**src/rtl/mpx_pkg.sv**
```systemverilog
// shared types, codes and constants of the multi-paxos node engine
`default_nettype none
package mpx_pkg;

  // default and limits
  localparam int SLOTS_DEF = 64;
  localparam int MAX_SITES = 16;
  localparam logic [4:0]  TALLY_MAX  = 5'd31;
  localparam logic [15:0] BALLOT_MAX = 16'hFFFF;

  // message codes, shared by input cmd and output send_kind
  localparam logic [2:0] MSG_NONE    = 3'd0;
  localparam logic [2:0] MSG_PROPOSE = 3'd0;
  localparam logic [2:0] MSG_PREPARE = 3'd1;
  localparam logic [2:0] MSG_PROMISE = 3'd2;
  localparam logic [2:0] MSG_ACCEPT  = 3'd3;
  localparam logic [2:0] MSG_ACK     = 3'd4;
  localparam logic [2:0] MSG_COMMIT  = 3'd5;
  localparam logic [2:0] MSG_RETRY   = 3'd6;

  // register indexes
  localparam logic REG_SELF_ID   = 1'b0;
  localparam logic REG_NUM_SITES = 1'b1;

  typedef struct packed {
    logic [3:0] self_id;
    logic [4:0] num_sites;
  } cfg_t;

  // slot number to slot index table, built at elaboration
  typedef logic [11:0] mod_tbl_t [64];

  function automatic mod_tbl_t build_mod_tbl(int n);
    mod_tbl_t tbl;
    int r;
    for (int s = 0; s < 64; s++) begin
      r = s;
      for (int k = 0; k < 64; k++) begin
        if (r >= n) r = r - n;
      end
      tbl[s] = 12'(r);
    end
    return tbl;
  endfunction

endpackage
`default_nettype wire

```
**src/rtl/mpx_in_if.sv**
```systemverilog
// input message channel
`default_nettype none
interface mpx_in_if;
  logic        valid;
  logic        ready;
  logic [2:0]  cmd;
  logic [3:0]  sender;
  logic [5:0]  slot;
  logic [15:0] ballot;
  logic [31:0] value;

  modport source (output valid, cmd, sender, slot, ballot, value, input ready);
  modport sink   (input valid, cmd, sender, slot, ballot, value, output ready);
endinterface
`default_nettype wire

```
**src/rtl/mpx_out_if.sv**
```systemverilog
// outgoing message channel
`default_nettype none
interface mpx_out_if;
  logic        valid;
  logic        ready;
  logic [2:0]  send_kind;
  logic        to_all;
  logic [3:0]  dest;
  logic [5:0]  out_slot;
  logic [15:0] out_ballot;
  logic [31:0] out_value;
  logic        decided;

  modport source (output valid, send_kind, to_all, dest, out_slot, out_ballot, out_value,
                  decided, input ready);
  modport sink   (input valid, send_kind, to_all, dest, out_slot, out_ballot, out_value,
                  decided, output ready);
endinterface
`default_nettype wire

```
**src/rtl/mpx_cfg.sv**
```systemverilog
// apb-style configuration registers
`default_nettype none
module mpx_cfg (
  input  wire logic         clk,
  input  wire logic         rst_n,
  input  wire logic         cfg_psel,
  input  wire logic         cfg_penable,
  input  wire logic         cfg_pwrite,
  input  wire logic [2:0]   cfg_paddr,
  input  wire logic [31:0]  cfg_pwdata,
  output logic [31:0]       cfg_prdata,
  output logic              cfg_pready,
  output mpx_pkg::cfg_t     cfg
);
  import mpx_pkg::*;

  cfg_t cfg_r, cfg_nxt;
  logic wr_en;

  assign cfg_pready = 1'b1;
  assign wr_en = cfg_psel && cfg_penable && cfg_pwrite;

  // register write decode
  always_comb begin
    cfg_nxt = cfg_r;
    if (wr_en) begin
      unique case (cfg_paddr[2])
        REG_SELF_ID:   cfg_nxt.self_id   = cfg_pwdata[3:0];
        REG_NUM_SITES: cfg_nxt.num_sites = cfg_pwdata[4:0];
        default:       cfg_nxt = cfg_r;
      endcase
    end
  end

  always_ff @(posedge clk) begin
    if (!rst_n) begin
      cfg_r.self_id   <= 4'd1;
      cfg_r.num_sites <= 5'd3;
    end else begin
      cfg_r <= cfg_nxt;
    end
  end

  // read mux
  always_comb begin
    unique case (cfg_paddr[2])
      REG_SELF_ID:   cfg_prdata = {28'd0, cfg_r.self_id};
      REG_NUM_SITES: cfg_prdata = {27'd0, cfg_r.num_sites};
      default:       cfg_prdata = 32'd0;
    endcase
  end

  assign cfg = cfg_r;
endmodule
`default_nettype wire

```
**src/rtl/mpx_slot_mem.sv**
```systemverilog
// per-slot memory with valid bits, registered read and write forwarding
`default_nettype none
module mpx_slot_mem #(
  parameter int W     = 16,
  parameter int DEPTH = 64,
  parameter int AW    = 6
) (
  input  wire logic          clk,
  input  wire logic          rst_n,
  input  wire logic          rd_en,
  input  wire logic [AW-1:0] rd_addr,
  input  wire logic          wr_en,
  input  wire logic [AW-1:0] wr_addr,
  input  wire logic [W-1:0]  wr_data,
  output logic [W-1:0]       rd_data
);
  logic [W-1:0]     mem [DEPTH];
  logic [DEPTH-1:0] vld_r;
  logic [W-1:0]     mem_q_r;
  logic             vld_q_r;
  logic             fwd_r;
  logic [W-1:0]     fwd_d_r;

  // storage write
  always_ff @(posedge clk) begin
    if (wr_en) mem[wr_addr] <= wr_data;
  end

  // valid bits, cleared at reset so unwritten entries read zero
  always_ff @(posedge clk) begin
    if (!rst_n) begin
      vld_r <= '0;
    end else if (wr_en) begin
      vld_r[wr_addr] <= 1'b1;
    end
  end

  // registered read, bypassing a write to the same entry in the same cycle
  always_ff @(posedge clk) begin
    if (rd_en) begin
      mem_q_r <= mem[rd_addr];
      vld_q_r <= vld_r[rd_addr];
      fwd_r   <= wr_en && (wr_addr == rd_addr);
      fwd_d_r <= wr_data;
    end
  end

  assign rd_data = fwd_r ? fwd_d_r : (vld_q_r ? mem_q_r : '0);
endmodule
`default_nettype wire

```
**src/rtl/multi_paxos_node_engine.sv**
```systemverilog
// multi-paxos node engine: proposer, acceptor and learner over a ring of log slots
//
// in_ch carries one message per transfer (local propose, prepare, promise, accept,
// ack, commit, retry). out_ch returns exactly one result per message: an
// outgoing message (send_kind 0 for none) with a decided flag.
// The cfg_ port is apb-style: self_id at 0x0, num_sites at 0x4, pready always high.
// A message accepted into the input stage register goes on to the result register,
// which drives out_ch. Throughput: one message per cycle while out_ch does not stall;
// each message does one read-modify-write of its slot entry, with the read issued at
// accept and a bypass from the write of the message ahead.
// Reset clears the round state, sets self_id 1 and num_sites 3, and clears the
// valid bits of the slot tables at once, so no clearing pass is needed.
// When out_ch stalls, the result register holds and one more message waits in
// the input stage; in_ch.ready drops only while both are full.
`default_nettype none
module multi_paxos_node_engine #(
  parameter int SLOTS = mpx_pkg::SLOTS_DEF
) (
  input  wire logic        clk,
  input  wire logic        rst_n,
  mpx_in_if.sink           in_ch,
  mpx_out_if.source        out_ch,
  input  wire logic        cfg_psel,
  input  wire logic        cfg_penable,
  input  wire logic        cfg_pwrite,
  input  wire logic [2:0]  cfg_paddr,
  input  wire logic [31:0] cfg_pwdata,
  output logic [31:0]      cfg_prdata,
  output logic             cfg_pready
);
  import mpx_pkg::*;

  localparam int RING  = (SLOTS < 64) ? SLOTS : 64;
  localparam int IDX_W = (RING > 1) ? $clog2(RING) : 1;
  localparam mod_tbl_t MOD_TBL = build_mod_tbl(SLOTS);

  cfg_t cfg;

  mpx_cfg u_cfg (
    .clk, .rst_n, .cfg_psel, .cfg_penable, .cfg_pwrite, .cfg_paddr, .cfg_pwdata,
    .cfg_prdata, .cfg_pready, .cfg
  );

  // handshake
  logic s1_v_r, s1_v_nxt;
  logic out_v_r, out_v_nxt;
  logic in_acc, adv;

  assign adv          = s1_v_r && (!out_v_r || out_ch.ready);
  assign in_ch.ready  = !s1_v_r || adv;
  assign in_acc       = in_ch.valid && in_ch.ready;
  assign s1_v_nxt     = in_acc ? 1'b1 : (adv ? 1'b0 : s1_v_r);
  assign out_v_nxt    = adv ? 1'b1 : (out_ch.ready ? 1'b0 : out_v_r);

  // input stage register
  logic [2:0]       cmd_r;
  logic [3:0]       sender_r;
  logic [5:0]       slot_r;
  logic [15:0]      ballot_r;
  logic [31:0]      value_r;
  logic [IDX_W-1:0] idx_r;
  logic [IDX_W-1:0] in_idx;

  assign in_idx = MOD_TBL[in_ch.slot][IDX_W-1:0];

  always_ff @(posedge clk) begin
    if (in_acc) begin
      cmd_r    <= in_ch.cmd;
      sender_r <= in_ch.sender;
      slot_r   <= in_ch.slot;
      ballot_r <= in_ch.ballot;
      value_r  <= in_ch.value;
      idx_r    <= in_idx;
    end
  end

  // round state
  logic [5:0]  cur_slot_r, cur_slot_nxt;
  logic [15:0] own_ballot_r, own_ballot_nxt;
  logic [31:0] own_value_r, own_value_nxt;
  logic [4:0]  prom_tally_r, prom_tally_nxt;
  logic [15:0] best_ballot_r, best_ballot_nxt;
  logic [31:0] best_value_r, best_value_nxt;

  // slot tables
  logic        pb_we, acc_we, at_we;
  logic [15:0] pb_wd, pb_rd;
  logic [47:0] acc_wd, acc_rd;
  logic [4:0]  at_wd, at_rd;
  logic [IDX_W-1:0] at_waddr;

  mpx_slot_mem #(.W(16), .DEPTH(RING), .AW(IDX_W)) u_promised (
    .clk, .rst_n, .rd_en(in_acc), .rd_addr(in_idx),
    .wr_en(pb_we), .wr_addr(idx_r), .wr_data(pb_wd), .rd_data(pb_rd)
  );

  mpx_slot_mem #(.W(48), .DEPTH(RING), .AW(IDX_W)) u_accepted (
    .clk, .rst_n, .rd_en(in_acc), .rd_addr(in_idx),
    .wr_en(acc_we), .wr_addr(idx_r), .wr_data(acc_wd), .rd_data(acc_rd)
  );

  mpx_slot_mem #(.W(5), .DEPTH(RING), .AW(IDX_W)) u_ack_tally (
    .clk, .rst_n, .rd_en(in_acc), .rd_addr(in_idx),
    .wr_en(at_we), .wr_addr(at_waddr), .wr_data(at_wd), .rd_data(at_rd)
  );

  // quorum and round arithmetic
  logic [4:0]  sites_c;
  logic [4:0]  quorum;
  logic [16:0] ballot_sum;
  logic [15:0] round_ballot;
  logic [5:0]  next_slot;
  logic [4:0]  prom_inc, ack_inc;

  assign sites_c      = ({1'b0, cfg.num_sites} > 6'(MAX_SITES)) ? 5'(MAX_SITES)
                                                                 : cfg.num_sites;
  assign quorum       = (sites_c >> 1) + 5'd1;
  assign ballot_sum   = {1'b0, own_ballot_r} + 17'(cfg.num_sites);
  assign round_ballot = (own_ballot_r == 16'd0) ? 16'(cfg.self_id)
                      : (ballot_sum[16] ? BALLOT_MAX : ballot_sum[15:0]);
  assign next_slot    = (cur_slot_r == 6'(RING - 1)) ? 6'd0 : cur_slot_r + 6'd1;
  assign prom_inc     = (prom_tally_r < TALLY_MAX) ? prom_tally_r + 5'd1 : prom_tally_r;
  assign ack_inc      = (at_rd < TALLY_MAX) ? at_rd + 5'd1 : at_rd;

  // result fields
  logic [2:0]  kind_nxt;
  logic        all_nxt;
  logic [3:0]  dest_nxt;
  logic [5:0]  oslot_nxt;
  logic [15:0] oballot_nxt;
  logic [31:0] ovalue_nxt;
  logic        dec_nxt;
  logic        open_round, learn;

  // per-message update
  always_comb begin
    kind_nxt        = MSG_NONE;
    all_nxt         = 1'b0;
    dest_nxt        = 4'd0;
    oslot_nxt       = 6'd0;
    oballot_nxt     = 16'd0;
    ovalue_nxt      = 32'd0;
    dec_nxt         = 1'b0;
    own_value_nxt   = own_value_r;
    best_ballot_nxt = best_ballot_r;
    best_value_nxt  = best_value_r;
    prom_tally_nxt  = prom_tally_r;
    pb_we           = 1'b0;
    pb_wd           = ballot_r;
    acc_we          = 1'b0;
    acc_wd          = {ballot_r, value_r};
    at_we           = 1'b0;
    at_wd           = ack_inc;
    at_waddr        = idx_r;
    open_round      = 1'b0;
    learn           = 1'b0;
    case (cmd_r)
      MSG_PROPOSE: begin
        own_value_nxt = value_r;
        open_round    = 1'b1;
      end
      MSG_PREPARE: begin
        dest_nxt  = sender_r;
        oslot_nxt = slot_r;
        if (ballot_r > pb_rd) begin
          pb_we       = 1'b1;
          kind_nxt    = MSG_PROMISE;
          oballot_nxt = acc_rd[47:32];
          ovalue_nxt  = acc_rd[31:0];
        end else begin
          kind_nxt = MSG_RETRY;
        end
      end
      MSG_PROMISE: begin
        if (slot_r == cur_slot_r && own_ballot_r != 16'd0 && prom_tally_r < quorum) begin
          if (ballot_r == 16'd0) begin
            if (best_ballot_r <= own_ballot_r) begin
              best_ballot_nxt = own_ballot_r;
              best_value_nxt  = own_value_r;
            end
          end else if (best_ballot_r < ballot_r) begin
            best_ballot_nxt = ballot_r;
            best_value_nxt  = value_r;
          end
          prom_tally_nxt = prom_inc;
          if (prom_inc == quorum) begin
            kind_nxt    = MSG_ACCEPT;
            all_nxt     = 1'b1;
            oslot_nxt   = cur_slot_r;
            oballot_nxt = own_ballot_r;
            ovalue_nxt  = best_value_nxt;
          end
        end
      end
      MSG_ACCEPT: begin
        if (ballot_r >= pb_rd) begin
          acc_we      = 1'b1;
          pb_we       = 1'b1;
          kind_nxt    = MSG_ACK;
          dest_nxt    = sender_r;
          oslot_nxt   = slot_r;
          oballot_nxt = ballot_r;
          ovalue_nxt  = value_r;
        end
      end
      MSG_ACK: begin
        if (at_rd < quorum) begin
          at_we = 1'b1;
          if (ack_inc == quorum) begin
            kind_nxt   = MSG_COMMIT;
            all_nxt    = 1'b1;
            oslot_nxt  = slot_r;
            ovalue_nxt = value_r;
            dec_nxt    = 1'b1;
            learn      = 1'b1;
          end
        end
      end
      MSG_COMMIT: begin
        oslot_nxt  = slot_r;
        ovalue_nxt = value_r;
        dec_nxt    = 1'b1;
        learn      = 1'b1;
      end
      MSG_RETRY: begin
        open_round = (slot_r == cur_slot_r) && (own_ballot_r != 16'd0);
      end
      default: begin
        kind_nxt = MSG_NONE;
      end
    endcase

    // a new round clears the tally state and the current slot's ack count
    own_ballot_nxt = own_ballot_r;
    if (open_round) begin
      own_ballot_nxt  = round_ballot;
      prom_tally_nxt  = 5'd0;
      best_ballot_nxt = 16'd0;
      best_value_nxt  = 32'd0;
      at_we           = 1'b1;
      at_wd           = 5'd0;
      at_waddr        = cur_slot_r[IDX_W-1:0];
      kind_nxt        = MSG_PREPARE;
      all_nxt         = 1'b1;
      oslot_nxt       = cur_slot_r;
      oballot_nxt     = round_ballot;
    end

    cur_slot_nxt = (learn && slot_r == cur_slot_r) ? next_slot : cur_slot_r;

    // no state changes unless the stage advances
    if (!adv) begin
      pb_we  = 1'b0;
      acc_we = 1'b0;
      at_we  = 1'b0;
    end
  end

  // control and round state registers
  always_ff @(posedge clk) begin
    if (!rst_n) begin
      s1_v_r        <= 1'b0;
      out_v_r       <= 1'b0;
      cur_slot_r    <= 6'd0;
      own_ballot_r  <= 16'd0;
      own_value_r   <= 32'd0;
      prom_tally_r  <= 5'd0;
      best_ballot_r <= 16'd0;
      best_value_r  <= 32'd0;
    end else begin
      s1_v_r  <= s1_v_nxt;
      out_v_r <= out_v_nxt;
      if (adv) begin
        cur_slot_r    <= cur_slot_nxt;
        own_ballot_r  <= own_ballot_nxt;
        own_value_r   <= own_value_nxt;
        prom_tally_r  <= prom_tally_nxt;
        best_ballot_r <= best_ballot_nxt;
        best_value_r  <= best_value_nxt;
      end
    end
  end

  // result register
  logic [2:0]  kind_r;
  logic        all_r;
  logic [3:0]  dest_r;
  logic [5:0]  oslot_r;
  logic [15:0] oballot_r;
  logic [31:0] ovalue_r;
  logic        dec_r;

  always_ff @(posedge clk) begin
    if (adv) begin
      kind_r    <= kind_nxt;
      all_r     <= all_nxt;
      dest_r    <= dest_nxt;
      oslot_r   <= oslot_nxt;
      oballot_r <= oballot_nxt;
      ovalue_r  <= ovalue_nxt;
      dec_r     <= dec_nxt;
    end
  end

  assign out_ch.valid      = out_v_r;
  assign out_ch.send_kind  = kind_r;
  assign out_ch.to_all     = all_r;
  assign out_ch.dest       = dest_r;
  assign out_ch.out_slot   = oslot_r;
  assign out_ch.out_ballot = oballot_r;
  assign out_ch.out_value  = ovalue_r;
  assign out_ch.decided    = dec_r;

  // checks
  a_ready_only_on_full: assert property (@(posedge clk) disable iff (!rst_n)
    !in_ch.ready |-> (s1_v_r && out_v_r && !out_ch.ready))
    else $error("input stalled without a full pipeline");

  a_slot_in_ring: assert property (@(posedge clk) disable iff (!rst_n)
    {1'b0, cur_slot_r} < 7'(RING))
    else $error("current slot outside the ring");

  a_ballot_monotonic: assert property (@(posedge clk) disable iff (!rst_n)
    adv |=> own_ballot_r >= $past(own_ballot_r))
    else $error("own ballot went down");

  a_decided_kind: assert property (@(posedge clk) disable iff (!rst_n)
    (out_v_r && dec_r) |-> (kind_r == MSG_COMMIT || kind_r == MSG_NONE))
    else $error("decided set on a non-commit result");
endmodule
`default_nettype wire
```
**src/flat_wrapper.sv**
```systemverilog
// flat-port wrapper written by rule: the top's interface ports become plain ports
module multi_paxos_node_engine_flat import mpx_pkg::*;
#(
  parameter int SLOTS = mpx_pkg::SLOTS_DEF
)
  (clk, rst_n, cfg_psel, cfg_penable, cfg_pwrite, cfg_paddr, cfg_pwdata, cfg_prdata, cfg_pready, in_ch_valid, in_ch_cmd, in_ch_sender, in_ch_slot, in_ch_ballot, in_ch_value, in_ch_ready, out_ch_valid, out_ch_send_kind, out_ch_to_all, out_ch_dest, out_ch_out_slot, out_ch_out_ballot, out_ch_out_value, out_ch_decided, out_ch_ready);
  mpx_in_if in_ch_i ();
  mpx_out_if out_ch_i ();
  input  wire logic clk;
  input  wire logic rst_n;
  input  wire logic cfg_psel;
  input  wire logic cfg_penable;
  input  wire logic cfg_pwrite;
  input  wire logic [2:0] cfg_paddr;
  input  wire logic [31:0] cfg_pwdata;
  output logic [31:0] cfg_prdata;
  output logic cfg_pready;
  input wire logic [$bits(in_ch_i.valid)-1:0] in_ch_valid;
  input wire logic [$bits(in_ch_i.cmd)-1:0] in_ch_cmd;
  input wire logic [$bits(in_ch_i.sender)-1:0] in_ch_sender;
  input wire logic [$bits(in_ch_i.slot)-1:0] in_ch_slot;
  input wire logic [$bits(in_ch_i.ballot)-1:0] in_ch_ballot;
  input wire logic [$bits(in_ch_i.value)-1:0] in_ch_value;
  output wire logic [$bits(in_ch_i.ready)-1:0] in_ch_ready;
  output wire logic [$bits(out_ch_i.valid)-1:0] out_ch_valid;
  output wire logic [$bits(out_ch_i.send_kind)-1:0] out_ch_send_kind;
  output wire logic [$bits(out_ch_i.to_all)-1:0] out_ch_to_all;
  output wire logic [$bits(out_ch_i.dest)-1:0] out_ch_dest;
  output wire logic [$bits(out_ch_i.out_slot)-1:0] out_ch_out_slot;
  output wire logic [$bits(out_ch_i.out_ballot)-1:0] out_ch_out_ballot;
  output wire logic [$bits(out_ch_i.out_value)-1:0] out_ch_out_value;
  output wire logic [$bits(out_ch_i.decided)-1:0] out_ch_decided;
  input wire logic [$bits(out_ch_i.ready)-1:0] out_ch_ready;
  assign in_ch_i.valid = in_ch_valid;
  assign in_ch_i.cmd = in_ch_cmd;
  assign in_ch_i.sender = in_ch_sender;
  assign in_ch_i.slot = in_ch_slot;
  assign in_ch_i.ballot = in_ch_ballot;
  assign in_ch_i.value = in_ch_value;
  assign in_ch_ready = in_ch_i.ready;
  assign out_ch_valid = out_ch_i.valid;
  assign out_ch_send_kind = out_ch_i.send_kind;
  assign out_ch_to_all = out_ch_i.to_all;
  assign out_ch_dest = out_ch_i.dest;
  assign out_ch_out_slot = out_ch_i.out_slot;
  assign out_ch_out_ballot = out_ch_i.out_ballot;
  assign out_ch_out_value = out_ch_i.out_value;
  assign out_ch_decided = out_ch_i.decided;
  assign out_ch_i.ready = out_ch_ready;
  multi_paxos_node_engine #(.SLOTS(SLOTS)) u_core (.clk(clk), .rst_n(rst_n), .in_ch(in_ch_i), .out_ch(out_ch_i), .cfg_psel(cfg_psel), .cfg_penable(cfg_penable), .cfg_pwrite(cfg_pwrite), .cfg_paddr(cfg_paddr), .cfg_pwdata(cfg_pwdata), .cfg_prdata(cfg_prdata), .cfg_pready(cfg_pready));
endmodule
```
**config.mk**
```make
export PLATFORM = sky130hd
export DESIGN_NAME = multi_paxos_node_engine_flat
export DESIGN_NICKNAME = d
export VERILOG_FILES = /design/src/rtl/mpx_pkg.sv /design/src/rtl/mpx_in_if.sv /design/src/rtl/mpx_out_if.sv /design/src/rtl/mpx_cfg.sv /design/src/rtl/mpx_slot_mem.sv /design/src/rtl/multi_paxos_node_engine.sv /design/src/flat_wrapper.sv
export SDC_FILE = /design/constraint.sdc
export NUM_CORES = 2
export LEC_CHECK = 0
export ABC_AREA = 0
export BUFFER_PORTS_ARGS = -buffer_cell sky130_fd_sc_hd__buf_2
export CAP_MARGIN = 20
export CORE_UTILIZATION = 52
export CTS_CLUSTER_DIAMETER = 30
export DETAILED_ROUTE_END_ITERATION = 6
export PLACE_DENSITY = 0.68
export SETUP_SLACK_MARGIN = 0.02
export SYNTH_ARGS = -nofsm -noshare
export SYNTH_HDL_FRONTEND = slang
export SYNTH_MEMORY_MAX_BITS = 65536
export SYNTH_SLANG_ARGS = --single-unit
```
**constraint.sdc**
```tcl
create_clock -name clk -period 14.7 [get_ports clk]
set_input_delay 2.205 -clock clk [delete_from_list [all_inputs] [get_ports clk]]
set_output_delay 2.205 -clock clk [all_outputs]
set_load 0.02 [all_outputs]
```
==> results_dict.tcl <==
set metrics [dict create \
    clock_latency_ps 1070 \
    min_path_type "reg2reg" \
    finalPower_mw 36.2 \
    crit_arrival_ps 6940 \
    setup_violations 0 \
    max_freq_ghz 0.162 \
    io_buffers 143 \
    antenna_found_initial 36 \
    coreArea_um2 369000 \
    place_hpwl_um 269000 \
    path_clk_slew_ps 60 \
    maxCapViolations 0 \
    syn_inst 8571 \
    layout_min_cycle_time_ps 6160 \
    worstSetupEndpointType "flop" \
    drt-initial-drc-count 14114 \
    crit_chain "buf_8 -> buf_4 -> buf_4 -> buf_4 -> mux4_2 -> mux4_2 -> mux4_2" \
    synth_area_per_cell_um2 22.5 \
    p_leak_nw 73.6 \
    grtUsageMet1_pct 37.3 \
    first_global_vias 99365 \
    cp_slowest_cell "buf_4" \
    synthMostInstantiatedCell "edfxtp_1" \
    max_stage_delay_ps 870 \
    crit_type "in2reg" \
    nets 9503 \
    cts.sinks 4978 \
    finClkSkew_ps 53.6 \
    area_growth_pct 19.0 \
    synth_area_leaders "edfxtp_1 73%, mux4_2 18%, dfxtp_1 3.2%, clkbuf_1 0.66%, o21a_1 0.65%" \
    ys.flop_type "edfxtp_1" \
    grt_setup_unrepaired "no" \
    gr-usage-met3_pct 6.35 \
    tightestPinTransition_ps 1140 \
    drc 7 \
    gp_congestion 0.854 \
    die-width_um 611 \
    cp_top_family "buffers and inverters" \
    async_flop_share_pct 0 \
    ys_seq_elements 4978 \
    cts_root_buf "clkbuf_16" \
    grtUsageMet2_pct 43.7 \
    cp_num_cells 7 \
    htreeDepth 6 \
    hold_violations 0 \
    cts_made_buffers 791 \
    finalMaxSlewViolations 0 \
    fp-row-count 223 \
    cts_max_path_buffers 4 \
    critPathRequiredTime_ps 15480 \
    synth_cell_types 93 \
    finalSetupTns_ps 0 \
    crit_fanout 100 \
    fin_crit_sh_pct 41.9 \
    r2r_setup_slack_ps 8810 \
    synth_common_cells "4668 x edfxtp_1, 1512 x mux4_2, 338 x clkbuf_1" \
    post_cts_resized 0 \
    peakVddDrop_mv 0.124 \
    rr_worst_depth 12 \
    ctsHoldBuffers 0 \
    cts_setup_buffers 0 \
    p_per_area_nw_per_um2 158 \
    r2r-start "u_core.u_promised.fwd_r$_DFFE_PP_" \
    synth-edff-count 4668 \
    ant_nets 0 \
    yosysTopAreaCell "edfxtp_1" \
    grt_overflow 0 \
    ioPinCount 201 \
    wl_per_cell_um 34.5 \
    grt_max_degree 134 \
    reg2reg_to "u_core.u_promised.mem[41][14]$_DFFE_PP_" \
    drt-vias-per-instance 6.55 \
    path_buf_inv 4 \
    critPathLaunchType "primary input" \
    timing.slew.headroom_pct 23.9 \
    netlist_area_um2 193000 \
    die_area_um2 373000 \
    violations "design-rule violations" \
    cts_tree "built" \
    vias 98331 \
    die_h_um 611 \
    status "finished, violations left" \
    ys_seq_area_share_pct 75.9 \
    yosysTopAreaCellShare_pct 72.7 \
    crit_start "in_ch_slot[1]" \
    drive_gt1_share_pct 35.4 \
    start_util_pct 52.3 \
    routed_wirelength_um 517000 \
    grt_first_pass_wirelength_um 731000 \
    yosys_warnings 0 \
    firstDrtPassIters 7 \
    cp-endpoint "u_core.u_accepted.mem_q_r[24]$_DFFE_PP_" \
    top_usage_layer "met2" \
    grt_usage_pct 27.6 \
]
## cells in the final DEF, fill, tap and decap left out, drive strengths merged, types with 40 or more instances in the layout
master	count
edfxtp	4668
mux4	1512
clkbuf	906
buf	500
dfxtp	310
clkinv	270
nand2	186
inv	174
o21a	167
o21ai	116
nor3	116
bufinv	115
nor2	114
a21oi	92
clkinvlp	83
nor4	79
a22o	66
ha	60
o211ai	40
## metal layers
layer	wire (µm)	part of all wire, %
met2	249000	48
met5	105	0.020
met3	54600	11
met4	22900	4.4
met1	191000	37
## sequential cells by signal, indices dropped and copies added, names as in the netlist, 9 cells and up
name	cells
u_core.u_cfg.cfg	9
u_core.u_promised.vld_r	64
u_core.ballot_r	16
u_core.u_accepted.mem_q_r	48
u_core.u_accepted.mem	3072
u_core.own_value_r	32
u_core.u_promised.mem_q_r	16
u_core.best_ballot_r	16
u_core.own_ballot_r	16
u_core.u_ack_tally.vld_r	64
u_core.u_ack_tally.mem	320
u_core.out_ch.out_ballot	16
u_core.u_accepted.vld_r	64
u_core.value_r	32
u_core.u_promised.mem	1024
u_core.out_ch.out_value	32
u_core.best_value_r	32
u_core.u_accepted.fwd_d_r	48
## layout make-up
cell class                 count  area (µm²)
clock buffer                 905       20700
multi-input combinational   3016       44800
inverter                      51         199
clock inverter               591        7360
sequential                  4978      146000
antenna                       25        62.6
fill                       24263      139000
timing repair buffer         501        3740
tap                         4950        6190
## metrics by stage
stage | hold slack (ps) | worst slack [ps] | instance area (µm²) | util, % | std cells
2_1_floorplan | 420 | 5910 | 193000 | - | 8599
3_3_place_gp | 429 | 7580 | 201000 | 54.5 | 13489
3_5_place_dp | 446 | 7540 | 201000 | 54.6 | 13493
4_1_cts | 456 | 8330 | 229000 | 62.2 | 14989
5_1_grt | 466 | 8440 | 229000 | 62.2 | 15007
6_report | 458 | 8540 | 229000 | 62.2 | 15017
## worst min-delay path: stages (launching register included)
cell and delay, ps:
dfxtp_1 310, nand2_1 50, a21oi_1 50
## worst min-delay path by stage
stage	end	slack (ps)	cells after the start	from
6_report	u_core.own_value_r[21]$_SDFFE_PN0P_	460	2	u_core.own_value_r[21]$_SDFFE_PN0P_
5_1_grt	u_core.own_value_r[19]$_SDFFE_PN0P_	470	2	u_core.own_value_r[19]$_SDFFE_PN0P_
4_1_cts	u_core.own_value_r[21]$_SDFFE_PN0P_	460	2	u_core.own_value_r[21]$_SDFFE_PN0P_
3_5_place_dp	u_core.u_ack_tally.vld_r[27]$_SDFFE_PN0P_	450	2	u_core.u_ack_tally.vld_r[27]$_SDFFE_PN0P_
3_3_place_gp	u_core.u_ack_tally.vld_r[27]$_SDFFE_PN0P_	430	2	u_core.u_ack_tally.vld_r[27]$_SDFFE_PN0P_
2_1_floorplan	u_core.u_ack_tally.vld_r[30]$_SDFFE_PN0P_	420	2	u_core.u_ack_tally.vld_r[30]$_SDFFE_PN0P_
## cells by family (layout without fill, tap and decap cells)
family,count (synthesis),in the layout,share of synthesized area (%)
DFF,4978,4978,75.9
muxes,1535,1535,17.8
AOI/OAI and AO/OA,716,716,2.71
and+or+nand+nor,648,648,1.71
buffers and inverters,605,2048,1.36
adders and majority gates,61,61,0.400
xor gates and xnor gates,26,26,0.122
other,2,55,0.00389
## where the power goes
group	switching, mW	internal [mW]
clock	6.95	12.3
sequential	0.0495	15.6
combinational	0.823	0.525
total	7.82	28.4
Power figures use the tool's default switching activity.
